**src/rtl/priority_interrupt_mask_dispatch_unit_defines.svh**
```systemverilog
// Assertion macros shared by the interrupt mask and dispatch unit.
`ifndef PRIORITY_INTERRUPT_MASK_DISPATCH_UNIT_DEFINES_SVH
`define PRIORITY_INTERRUPT_MASK_DISPATCH_UNIT_DEFINES_SVH

`ifndef SYNTH
// Same-cycle implication, disabled while in reset.
`define PIMD_ASSERT_IMPL(label, clk, rst, ante, cons, msg) \
  label: assert property (@(posedge clk) disable iff (rst) (ante) |-> (cons)) else $error(msg);
// Next-cycle implication, disabled while in reset.
`define PIMD_ASSERT_NEXT(label, clk, rst, ante, cons, msg) \
  label: assert property (@(posedge clk) disable iff (rst) (ante) |=> (cons)) else $error(msg);
`else
`define PIMD_ASSERT_IMPL(label, clk, rst, ante, cons, msg)
`define PIMD_ASSERT_NEXT(label, clk, rst, ante, cons, msg)
`endif

`endif

```
**src/rtl/pimd_pkg.sv**
```systemverilog
// Types, codes and constant tables of the interrupt mask and dispatch unit.
package pimd_pkg;

  // Command codes
  localparam logic [1:0] CMD_DISPATCH = 2'd0;
  localparam logic [1:0] CMD_MASK     = 2'd1;
  localparam logic [1:0] CMD_UNMASK   = 2'd2;
  localparam logic [1:0] CMD_NOP      = 2'd3;

  // Configuration register indexes
  localparam logic CFG_CURRENT_MASK    = 1'b0;
  localparam logic CFG_HANDLER_PRESENT = 1'b1;

  localparam logic [31:0] SOFT_MASK_RESET = 32'hFFFF_FFF0;
  localparam logic [14:0] PI_ENABLE_BASE  = 15'h00F0;
  localparam logic [31:0] SOURCE_BITS     = 32'hFFFF_FFF0;

  // Source groups in mask/cause words (source t at bit 31-t)
  localparam logic [31:0] GRP_MI   = 32'hF800_0000;
  localparam logic [31:0] GRP_DSP  = 32'h0700_0000;
  localparam logic [31:0] GRP_AI   = 32'h0080_0000;
  localparam logic [31:0] GRP_EXI0 = 32'h0070_0000;
  localparam logic [31:0] GRP_EXI1 = 32'h000E_0000;
  localparam logic [31:0] GRP_EXI2 = 32'h0001_8000;
  localparam logic [31:0] GRP_PI   = 32'h0000_7FF0;

  // Processor interface: cause-word bit <-> PI mask register bit
  localparam int PI_MAP_N = 11;
  localparam logic [3:0] PI_MAP_CAUSE [PI_MAP_N] =
    '{4'd14, 4'd11, 4'd10, 4'd9, 4'd8, 4'd7, 4'd6, 4'd13, 4'd12, 4'd5, 4'd4};
  localparam logic [3:0] PI_MAP_ENABLE [PI_MAP_N] =
    '{4'd11, 4'd3, 4'd2, 4'd1, 4'd0, 4'd8, 4'd12, 4'd9, 4'd10, 4'd13, 4'd14};

  // Fixed priority groups, highest first
  localparam int PRIO_N = 12;
  localparam logic [31:0] PRIO_TABLE [PRIO_N] = '{
    32'h0000_0100, 32'h0000_0040, 32'hF800_0000, 32'h0000_0200,
    32'h0000_0080, 32'h0000_0010, 32'h0000_3000, 32'h0000_0020,
    32'h03FF_8C00, 32'h0400_0000, 32'h0000_4000, 32'hFFFF_FFFF};

  typedef struct packed {
    logic [1:0]  command;
    logic [31:0] user_mask;
    logic [16:0] pi_status;
    logic [4:0]  mi_status;
    logic [8:0]  dsp_status;
    logic [7:0]  ai_control;
    logic [11:0] exi0_status;
    logic [11:0] exi1_status;
    logic [11:0] exi2_status;
  } req_t;

  typedef struct packed {
    logic        dispatched;
    logic [4:0]  source_type;
    logic [31:0] old_mask;
    logic [4:0]  mi_enable;
    logic [2:0]  dsp_enable;
    logic        ai_enable;
    logic [2:0]  exi0_enable;
    logic [2:0]  exi1_enable;
    logic [1:0]  exi2_enable;
    logic [14:0] pi_enable;
  } rsp_t;

  // Group enable state
  typedef struct packed {
    logic [4:0]  mi;
    logic [2:0]  dsp;
    logic        ai;
    logic [2:0]  exi0;
    logic [2:0]  exi1;
    logic [1:0]  exi2;
    logic [14:0] pi;
  } grp_t;

  localparam grp_t GRP_RESET = '{mi: 5'd0, dsp: 3'd0, ai: 1'b0, exi0: 3'd0,
                                 exi1: 3'd0, exi2: 2'd0, pi: PI_ENABLE_BASE};

endpackage

```
**src/rtl/pimd_if.sv**
```systemverilog
// Valid/ready channel interfaces for requests and responses.
interface pimd_req_if;
  import pimd_pkg::*;
  logic valid;
  logic ready;
  req_t data;
  modport source(output valid, output data, input ready);
  modport sink(input valid, input data, output ready);
endinterface

interface pimd_rsp_if;
  import pimd_pkg::*;
  logic valid;
  logic ready;
  rsp_t data;
  modport source(output valid, output data, input ready);
  modport sink(input valid, input data, output ready);
endinterface

```
**src/rtl/pimd_mask_unit.sv**
```systemverilog
// Mask/unmask update: new software mask and rewritten group enables.
module pimd_mask_unit (
  input  logic [1:0]     command,
  input  logic [31:0]    user_mask,
  input  logic [31:0]    current_mask,
  input  logic [31:0]    soft_mask,
  input  pimd_pkg::grp_t grp,
  output logic [31:0]    soft_mask_next,
  output logic [31:0]    old_mask,
  output pimd_pkg::grp_t grp_next
);
  import pimd_pkg::*;

  logic [31:0] work;
  logic [31:0] eff;
  logic [14:0] pi_new;

  // Changed sources and the new software mask
  always_comb begin
    soft_mask_next = soft_mask;
    work           = '0;
    old_mask       = '0;
    case (command)
      CMD_MASK: begin
        work           = user_mask & ~(soft_mask | current_mask);
        soft_mask_next = soft_mask | user_mask;
        old_mask       = soft_mask;
      end
      CMD_UNMASK: begin
        work           = user_mask & (soft_mask | current_mask);
        soft_mask_next = soft_mask & ~user_mask;
        old_mask       = soft_mask;
      end
      default: ;
    endcase
    work = work & SOURCE_BITS;
  end

  assign eff = soft_mask_next | current_mask;

  // PI mask register image
  always_comb begin
    pi_new = PI_ENABLE_BASE;
    for (int i = 0; i < PI_MAP_N; i++) begin
      if (!eff[PI_MAP_CAUSE[i]]) pi_new[PI_MAP_ENABLE[i]] = 1'b1;
    end
  end

  // Rewrite only groups touched by the change
  always_comb begin
    grp_next = grp;
    if (|(work & GRP_MI)) begin
      for (int i = 0; i < 5; i++) grp_next.mi[i] = ~eff[31-i];
    end
    if (|(work & GRP_DSP)) grp_next.dsp = ~{eff[24], eff[25], eff[26]};
    if (|(work & GRP_AI)) grp_next.ai = ~eff[23];
    if (|(work & GRP_EXI0)) grp_next.exi0 = ~{eff[20], eff[21], eff[22]};
    if (|(work & GRP_EXI1)) grp_next.exi1 = ~{eff[17], eff[18], eff[19]};
    if (|(work & GRP_EXI2)) grp_next.exi2 = ~{eff[15], eff[16]};
    if (|(work & GRP_PI)) grp_next.pi = pi_new;
  end

endmodule

```
**src/rtl/pimd_dispatch.sv**
```systemverilog
// Dispatch: cause gathering, masking and fixed-priority source pick.
module pimd_dispatch (
  input  pimd_pkg::req_t req,
  input  logic [31:0]    soft_mask,
  input  logic [31:0]    current_mask,
  input  logic [31:0]    handler_present,
  input  logic [14:0]    pi_enable,
  output logic           dispatched,
  output logic [4:0]     source_type
);
  import pimd_pkg::*;

  logic [15:0] sr;
  logic        pending;
  logic [31:0] cause;
  logic [31:0] masked;
  logic [31:0] sel;
  logic [4:0]  lz;
  logic        found;

  assign sr      = req.pi_status[15:0];
  assign pending = (req.command == CMD_DISPATCH) && (sr != 16'd0) &&
                   ((sr & {1'b0, pi_enable}) != 16'd0);

  // Gather device pending bits into the cause word
  always_comb begin
    cause = '0;
    if (sr[7]) begin
      for (int i = 0; i < 5; i++) cause[31-i] = req.mi_status[i];
    end
    if (sr[6]) begin
      cause[26] = req.dsp_status[3];
      cause[25] = req.dsp_status[5];
      cause[24] = req.dsp_status[7];
    end
    if (sr[5]) cause[23] = req.ai_control[3];
    if (sr[4]) begin
      cause[22] = req.exi0_status[1];
      cause[21] = req.exi0_status[3];
      cause[20] = req.exi0_status[11];
      cause[19] = req.exi1_status[1];
      cause[18] = req.exi1_status[3];
      cause[17] = req.exi1_status[11];
      cause[16] = req.exi2_status[1];
      cause[15] = req.exi2_status[3];
    end
    for (int i = 0; i < PI_MAP_N; i++) begin
      if (sr[PI_MAP_ENABLE[i]]) cause[PI_MAP_CAUSE[i]] = 1'b1;
    end
  end

  assign masked = cause & ~(soft_mask | current_mask);
  assign found  = pending && (masked != 32'd0);

  // First priority group that holds a cause
  always_comb begin
    sel = '0;
    for (int i = PRIO_N - 1; i >= 0; i--) begin
      if (|(masked & PRIO_TABLE[i])) sel = masked & PRIO_TABLE[i];
    end
  end

  // Leading-zero count: highest set bit wins
  always_comb begin
    lz = '0;
    for (int b = 0; b < 32; b++) begin
      if (sel[b]) lz = 5'(31 - b);
    end
  end

  assign source_type = found ? lz : 5'd0;
  assign dispatched  = found && handler_present[lz];

endmodule

```
**src/rtl/priority_interrupt_mask_dispatch_unit.sv**
```systemverilog
// Top level of the interrupt mask and priority dispatch unit.
//
// Every request yields one response. A request is captured in an input
// register and its response is then loaded into the output register,
// where it is held valid until taken. The unit takes one request per
// cycle while the response side keeps up; a stalled response holds the
// input register and so stalls the request side.
// Mask, unmask and dispatch all run in a single pass of combinational logic
// between those two registers; the software mask and group enable registers
// are updated when a request moves into the output register, so the next
// request already sees the new state. The configuration registers
// (current_mask, handler_present) should only be written while no request
// is in flight.
`include "priority_interrupt_mask_dispatch_unit_defines.svh"

module priority_interrupt_mask_dispatch_unit (
  input  logic         clk,
  input  logic         rst,
  pimd_req_if.sink     req,
  pimd_rsp_if.source   rsp,
  input  logic         cfg_we,
  input  logic         cfg_index,
  input  logic [31:0]  cfg_data
);
  import pimd_pkg::*;

  logic [31:0] current_mask;
  logic [31:0] handler_present;
  logic [31:0] soft_mask;
  logic [31:0] soft_mask_next;
  logic [31:0] old_mask;
  grp_t        grp;
  grp_t        grp_next;
  logic        s1_valid;
  req_t        s1_req;
  logic        rsp_valid;
  rsp_t        rsp_data;
  logic        advance;
  logic        dispatched;
  logic [4:0]  source_type;

  assign advance   = s1_valid && (!rsp_valid || rsp.ready);
  assign req.ready = !s1_valid || advance;
  assign rsp.valid = rsp_valid;
  assign rsp.data  = rsp_data;

  pimd_mask_unit u_mask (
    .command        (s1_req.command),
    .user_mask      (s1_req.user_mask),
    .current_mask   (current_mask),
    .soft_mask      (soft_mask),
    .grp            (grp),
    .soft_mask_next (soft_mask_next),
    .old_mask       (old_mask),
    .grp_next       (grp_next)
  );

  pimd_dispatch u_dispatch (
    .req             (s1_req),
    .soft_mask       (soft_mask),
    .current_mask    (current_mask),
    .handler_present (handler_present),
    .pi_enable       (grp.pi),
    .dispatched      (dispatched),
    .source_type     (source_type)
  );

  // Control, state and configuration registers
  always_ff @(posedge clk) begin
    if (rst) begin
      s1_valid        <= 1'b0;
      rsp_valid       <= 1'b0;
      soft_mask       <= SOFT_MASK_RESET;
      grp             <= GRP_RESET;
      current_mask    <= '0;
      handler_present <= '0;
    end else begin
      if (req.ready) s1_valid <= req.valid;
      if (advance) begin
        rsp_valid <= 1'b1;
        soft_mask <= soft_mask_next;
        grp       <= grp_next;
      end else if (rsp.ready) begin
        rsp_valid <= 1'b0;
      end
      if (cfg_we) begin
        case (cfg_index)
          CFG_CURRENT_MASK:    current_mask    <= cfg_data;
          CFG_HANDLER_PRESENT: handler_present <= cfg_data;
          default: ;
        endcase
      end
    end
  end

  // Payload registers
  always_ff @(posedge clk) begin
    if (req.valid && req.ready) s1_req <= req.data;
    if (advance) begin
      rsp_data.dispatched  <= dispatched;
      rsp_data.source_type <= source_type;
      rsp_data.old_mask    <= old_mask;
      rsp_data.mi_enable   <= grp_next.mi;
      rsp_data.dsp_enable  <= grp_next.dsp;
      rsp_data.ai_enable   <= grp_next.ai;
      rsp_data.exi0_enable <= grp_next.exi0;
      rsp_data.exi1_enable <= grp_next.exi1;
      rsp_data.exi2_enable <= grp_next.exi2;
      rsp_data.pi_enable   <= grp_next.pi;
    end
  end

  // Checks
  `PIMD_ASSERT_NEXT(a_state_hold, clk, rst, !advance, $stable({soft_mask, grp}), "state moved")
  `PIMD_ASSERT_IMPL(a_pi_base, clk, rst, 1'b1, grp.pi[7:4] == 4'hF, "PI base bits lost")
  `PIMD_ASSERT_IMPL(a_no_overrun, clk, rst, s1_valid && !advance, !req.ready, "input overrun")
  `PIMD_ASSERT_IMPL(a_disp_no_old, clk, rst, rsp_valid && rsp_data.dispatched, rsp_data.old_mask == '0, "old mask")

endmodule
```
**src/flat_wrapper.sv**
```systemverilog
// flat-port wrapper written by rule: the top's interface ports become plain ports
module priority_interrupt_mask_dispatch_unit_flat import pimd_pkg::*;
  (clk, rst, cfg_we, cfg_index, cfg_data, req_valid, req_data, req_ready, rsp_valid, rsp_data, rsp_ready);
  pimd_req_if req_i ();
  pimd_rsp_if rsp_i ();
  input  logic clk;
  input  logic rst;
  input  logic cfg_we;
  input  logic cfg_index;
  input  logic [31:0] cfg_data;
  input wire logic [$bits(req_i.valid)-1:0] req_valid;
  input wire logic [$bits(req_i.data)-1:0] req_data;
  output wire logic [$bits(req_i.ready)-1:0] req_ready;
  output wire logic [$bits(rsp_i.valid)-1:0] rsp_valid;
  output wire logic [$bits(rsp_i.data)-1:0] rsp_data;
  input wire logic [$bits(rsp_i.ready)-1:0] rsp_ready;
  assign req_i.valid = req_valid;
  assign req_i.data = req_data;
  assign req_ready = req_i.ready;
  assign rsp_valid = rsp_i.valid;
  assign rsp_data = rsp_i.data;
  assign rsp_i.ready = rsp_ready;
  priority_interrupt_mask_dispatch_unit u_core (.clk(clk), .rst(rst), .req(req_i), .rsp(rsp_i), .cfg_we(cfg_we), .cfg_index(cfg_index), .cfg_data(cfg_data));
endmodule
```
**config.mk**
```make
export PLATFORM = sky130hd
export DESIGN_NAME = priority_interrupt_mask_dispatch_unit_flat
export DESIGN_NICKNAME = d
export VERILOG_FILES = /design/src/rtl/pimd_pkg.sv /design/src/rtl/pimd_if.sv /design/src/rtl/pimd_mask_unit.sv /design/src/rtl/pimd_dispatch.sv /design/src/rtl/priority_interrupt_mask_dispatch_unit.sv /design/src/flat_wrapper.sv
export VERILOG_INCLUDE_DIRS = /design/src /design/src/rtl
export SDC_FILE = /design/constraint.sdc
export NUM_CORES = 1
export LEC_CHECK = 0
export ABC_AREA = 1
export BUFFER_PORTS_ARGS = -buffer_cell sky130_fd_sc_hd__clkbuf_2
export CORE_MARGIN = 5
export CORE_UTILIZATION = 58
export CTS_BUF_LIST = sky130_fd_sc_hd__clkbuf_4 sky130_fd_sc_hd__clkbuf_8
export CTS_CLUSTER_SIZE = 40
export DETAILED_ROUTE_END_ITERATION = 16
export PLACE_DENSITY = 0.89
export SETUP_SLACK_MARGIN = 0.2
export SYNTH_ARGS = -nofsm -noshare
export SYNTH_HDL_FRONTEND = slang
export SYNTH_SLANG_ARGS = --single-unit
```
**constraint.sdc**
```tcl
create_clock -name clk -period 4.4 [get_ports clk]
set_input_delay 0.44 -clock clk [delete_from_list [all_inputs] [get_ports clk]]
set_output_delay 0.44 -clock clk [all_outputs]
set_load 0.1 [all_outputs]
```
==> results.txt <==
The total of fill cells in the finished design is 1,500. The fraction of synthesis flops using an asynchronous set or reset pin is 0%. Global routing used 36.7% of the available met1 tracks.

Summed over all instances, the cell type with the most area after synthesis is sky130_fd_sc_hd__edfxtp_1. In the synthesized netlist the dominant register cell turns out to be sky130_fd_sc_hd__edfxtp_1. The clock-pin slew on the worst setup and hold paths came out at 0.06 ns. The total vias in the final route came out at 10,200.

The maximum vdd drop came out at 0.334 mV. The core region area came out at 19,500 sq um. After detailed routing, the total wire length is 32.0 mm. The post-placement cell area is 12,700 sq um. The critical path is of the reg -> reg type.

The proportion of layout cells with a drive suffix above 1 came out at 19.0%. The number of standard cells in the final layout excluding fillers came out at 1,807. The area added between synthesis and finish came out at 17.2%. The clock period minus worst slack is 3.56 ns.

The total count of hold-check failures in the final report was 0. The via density per instance is 5.66. For this design, the slowest cell found on the critical path is sky130_fd_sc_hd__edfxtp_1. Once layout is done, the placed cells without fillers occupy 13,600 sq um. The detail route stage leaves a number of antenna-violating nets equal to 0.

By instance count, the cell type seen most on the critical path is sky130_fd_sc_hd__nand2_1. The analysis attributes to cell leakage a power of 0.00624 uW. Broken down by cell family, the worst path's largest delay share belongs to simple AND/OR/NAND/NOR gates. Measured against its own limit, the worst slew margin works out to 31.3%. The number of setup buffers added after CTS is 0. The per-instance average area after synthesis is 8.66 sq um. Dividing the final minimum period by the clock period gives 80.9%.

For this design the top-level I/O count stands at 219. The library cell used most frequently in the layout, excluding fill and tap cells, is sky130_fd_sc_hd__nand2_1. The TritonCTS clock tree is built. The final net count came out at 1,660. The count of clock tree sinks is 263. Entering global routing, the biggest net connects 85 pins. The multiplexer fraction of the synthesized cell area came out at 0%. The measured slew at the worst slew-check pin came out at 1.03 ns. The area share of and/or/nand/nor cells after synthesis came out at 20.2%. Synthesis produced a netlist whose cell count is 1,337. The total negative setup slack is 0 ns.

The register bit total from synthesis came out at 263. After Yosys synthesis, full adders, half adders and majority gates account for 0.324% of the synthesized area. The number of unique standard cell types used by synthesis is 41. The total inserted antenna cells is 0. The synthesized net count came out at 1,487. The fraction of the mapped netlist area in compound gates is 13.7%. Buffers inserted to repair hold after CTS numbered 0. Yosys attributes the largest share of cell area to sky130_fd_sc_hd__edfxtp_1 36%, sky130_fd_sc_hd__dfxtp_1 22%, sky130_fd_sc_hd__nand2_1 7.2%, sky130_fd_sc_hd__o21ai_0 6.3%, sky130_fd_sc_hd__nor2_1 6.3%.

The combined area of all synthesized cells is 11,600 sq um. The placed wire-length estimate after detailed placement is 22.2 mm. Routability-driven placement finished with a final weighted congestion of 0.957. The later pin in the worst-skew pair is clocked with a latency of 0.54 ns. The cell at the root of the clock tree is sky130_fd_sc_hd__clkbuf_8. The total of max-cap violations came out at 0.

Counting both buffers and inverters, the worst setup path holds a total of 1. After clock tree synthesis, the repair step resized 0 gates. The die is 151 um tall. Once placement completed, the tool counted placed cells totaling 1,731.

The highest clock frequency the design can meet came out at 281 MHz. The number of H-tree levels is 2. The critical path data arrival time came out at 3.86 ns. The first global-routing pass estimated 49.8 mm of wire.

The global-route total usage across every layer came out at 27.9%. The most crowded layer after global routing is met2. Counting flops with a built-in enable in the synthesized netlist gives 137. Dividing the detail-routed wire length by the instance count gives 17.7 um. The met2 usage came out at 45.3%. For this design the ratio of total power to cell area is 460 nW/um^2. The total iterations of the first detailed-routing run came out at 5. The number of placement rows is 51.

The largest buffer count on any clock path is 3. The TritonCTS buffer count is 42. The number of global-route vias before repair is 9,852. The proportion of netlist area held by the largest area contributor is 35.5%. The number of antenna violations at the first check in global routing is 0. The full die area came out at 22,900 sq um. The starting density of the core is 59.3%. Setup violations remaining at the end of the flow were counted as 0. The type of destination of the critical path is a flip-flop. After synthesis, the largest family of logic cells by area is simple AND/OR/NAND/NOR gates. The post-route DRC violation count came out at 0. The flow ran to the end, and the final reports show no timing, DRC or antenna violations. Measured along the x axis, the die boundary spans 151 um. For the final database, setup skew stands at 0.0294 ns. Setup repair after global routing left no endpoint under its margin. During placement, the flow inserted port buffers numbering 176. In this run the worst path has a maximum fanout of 17. The first-iteration detailed-routing DRC count is 1,052. The total power of the final layout came out at 6230 uW. The stage delay of the slowest cell on the critical path came out at 0.55 ns.

The total number of yosys warnings is 0. In the layout the commonest cells are 220 x sky130_fd_sc_hd__nand2_1, 194 x sky130_fd_sc_hd__nor2_1, 176 x sky130_fd_sc_hd__clkbuf_2. The worst hold-check slack came out at 0.0659 ns. The number of pins exceeding their max-slew limit in the final report was 0.

STA classifies the critical path startpoint as a flip-flop. The XOR/XNOR share of the synthesized area came out at 1.21%. The met3 capacity usage during global routing is 5.72%. The aggregate global routing overflow came out at 0. STA puts the critical path data required time at 4.70 ns. The tightest min-delay check is of the in -> reg type. Sequential cells were found to cover 57.3% of the synthesized design area.
## cells in the mapped netlist (2+ instances only)
master,number
sky130_fd_sc_hd__nand2_1,221
sky130_fd_sc_hd__nor2_1,194
sky130_fd_sc_hd__inv_1,158
sky130_fd_sc_hd__o21ai_0,146
sky130_fd_sc_hd__edfxtp_1,137
sky130_fd_sc_hd__dfxtp_1,126
sky130_fd_sc_hd__nand3_1,88
sky130_fd_sc_hd__a21oi_1,81
sky130_fd_sc_hd__clkbuf_1,50
sky130_fd_sc_hd__xor2_1,16
sky130_fd_sc_hd__o211ai_1,15
sky130_fd_sc_hd__o21bai_1,11
sky130_fd_sc_hd__a22oi_1,9
sky130_fd_sc_hd__or2_2,9
sky130_fd_sc_hd__nor3_1,8
sky130_fd_sc_hd__nand4_1,7
sky130_fd_sc_hd__a21o_1,6
sky130_fd_sc_hd__nand2_2,5
sky130_fd_sc_hd__nor4_1,5
sky130_fd_sc_hd__a221oi_1,4
sky130_fd_sc_hd__buf_1,4
sky130_fd_sc_hd__nand2_4,4
sky130_fd_sc_hd__o22ai_1,4
sky130_fd_sc_hd__ha_1,3
sky130_fd_sc_hd__nor2_2,3
sky130_fd_sc_hd__a31o_2,2
sky130_fd_sc_hd__a31oi_1,2
sky130_fd_sc_hd__buf_4,2
sky130_fd_sc_hd__clkinv_1,2
sky130_fd_sc_hd__nand3_2,2
sky130_fd_sc_hd__nor2_8,2
sky130_fd_sc_hd__o31ai_1,2
## cell type report
cell class	instances	area, sq um	area share [%]
well taps	265	332	2.44
repair buffers	187	976	7.19
clock inverters	12	111	0.821
inverters	161	607	4.47
multi-input cells	855	4100	30.2
clock buffers	64	800	5.89
flip-flops and latches	263	6640	48.9
## where the power goes
part           switching [uW]  internal (uW)  leakage (uW)
combinational             858            282       0.00341
sequential                102           2760       0.00235
clock                     947           1280      0.000488
total                    1910           4330       0.00624
## metal layers
metal	routed length [um]	vias up	part of all wire, %
met3	3280	86	10
met2	15000	546	47
met5	0	-	0
met4	1180	0	3.7
met1	12500	4813	39
li1	-	4789	-
## worst reg2reg max path, delay by kind of cell, from the launching register on
| kind | cells | cell delay (ns) |
|---|---|---|
| DFF | 1 | 0.55 |
| and+or+nand+nor | 33 | 2.75 |
| buffers and inverters | 1 | 0.05 |
## sequential cells by signal (all words and copies together), names as in the netlist, named ones only
name / flops
u_core.current_mask: 28
u_core.grp: 32
u_core.handler_present: 32
u_core.rsp.data: 70
u_core.rsp.valid: 1
u_core.s1_req: 67
u_core.s1_valid: 1
u_core.soft_mask: 28
## final timing paths
path / slack (ns) / endpoint / cells after the start / startpoint
setup / recovery: 0.84 / u_core.rsp.data[69] / 34 / u_core.s1_req[65]
hold / removal: 0.07 / u_core.s1_req[81] / 1 / req_data[81]
setup reg to reg: 0.84 / u_core.rsp.data[69] / 34 / u_core.s1_req[65]
hold reg to reg: 0.48 / u_core.grp[7] / 2 / u_core.grp[7]
## cells by family after synthesis
group                      after synthesis
buffers and inverters                  219
adders and majority gates                3
AOI/OAI and AO/OA                      286
and+or+nand+nor                        550
DFF                                    263
xor gates and xnor gates                16
## metrics by stage
step	utilization (%)	setup WS, ns
global placement	64.8	0.998
CTS	69.5	0.883
finish	69.5	0.838
floorplan	-	0.666
detailed placement	64.8	0.932
global route	69.5	0.457
No activity file was read; power rests on OpenSTA's default activity.
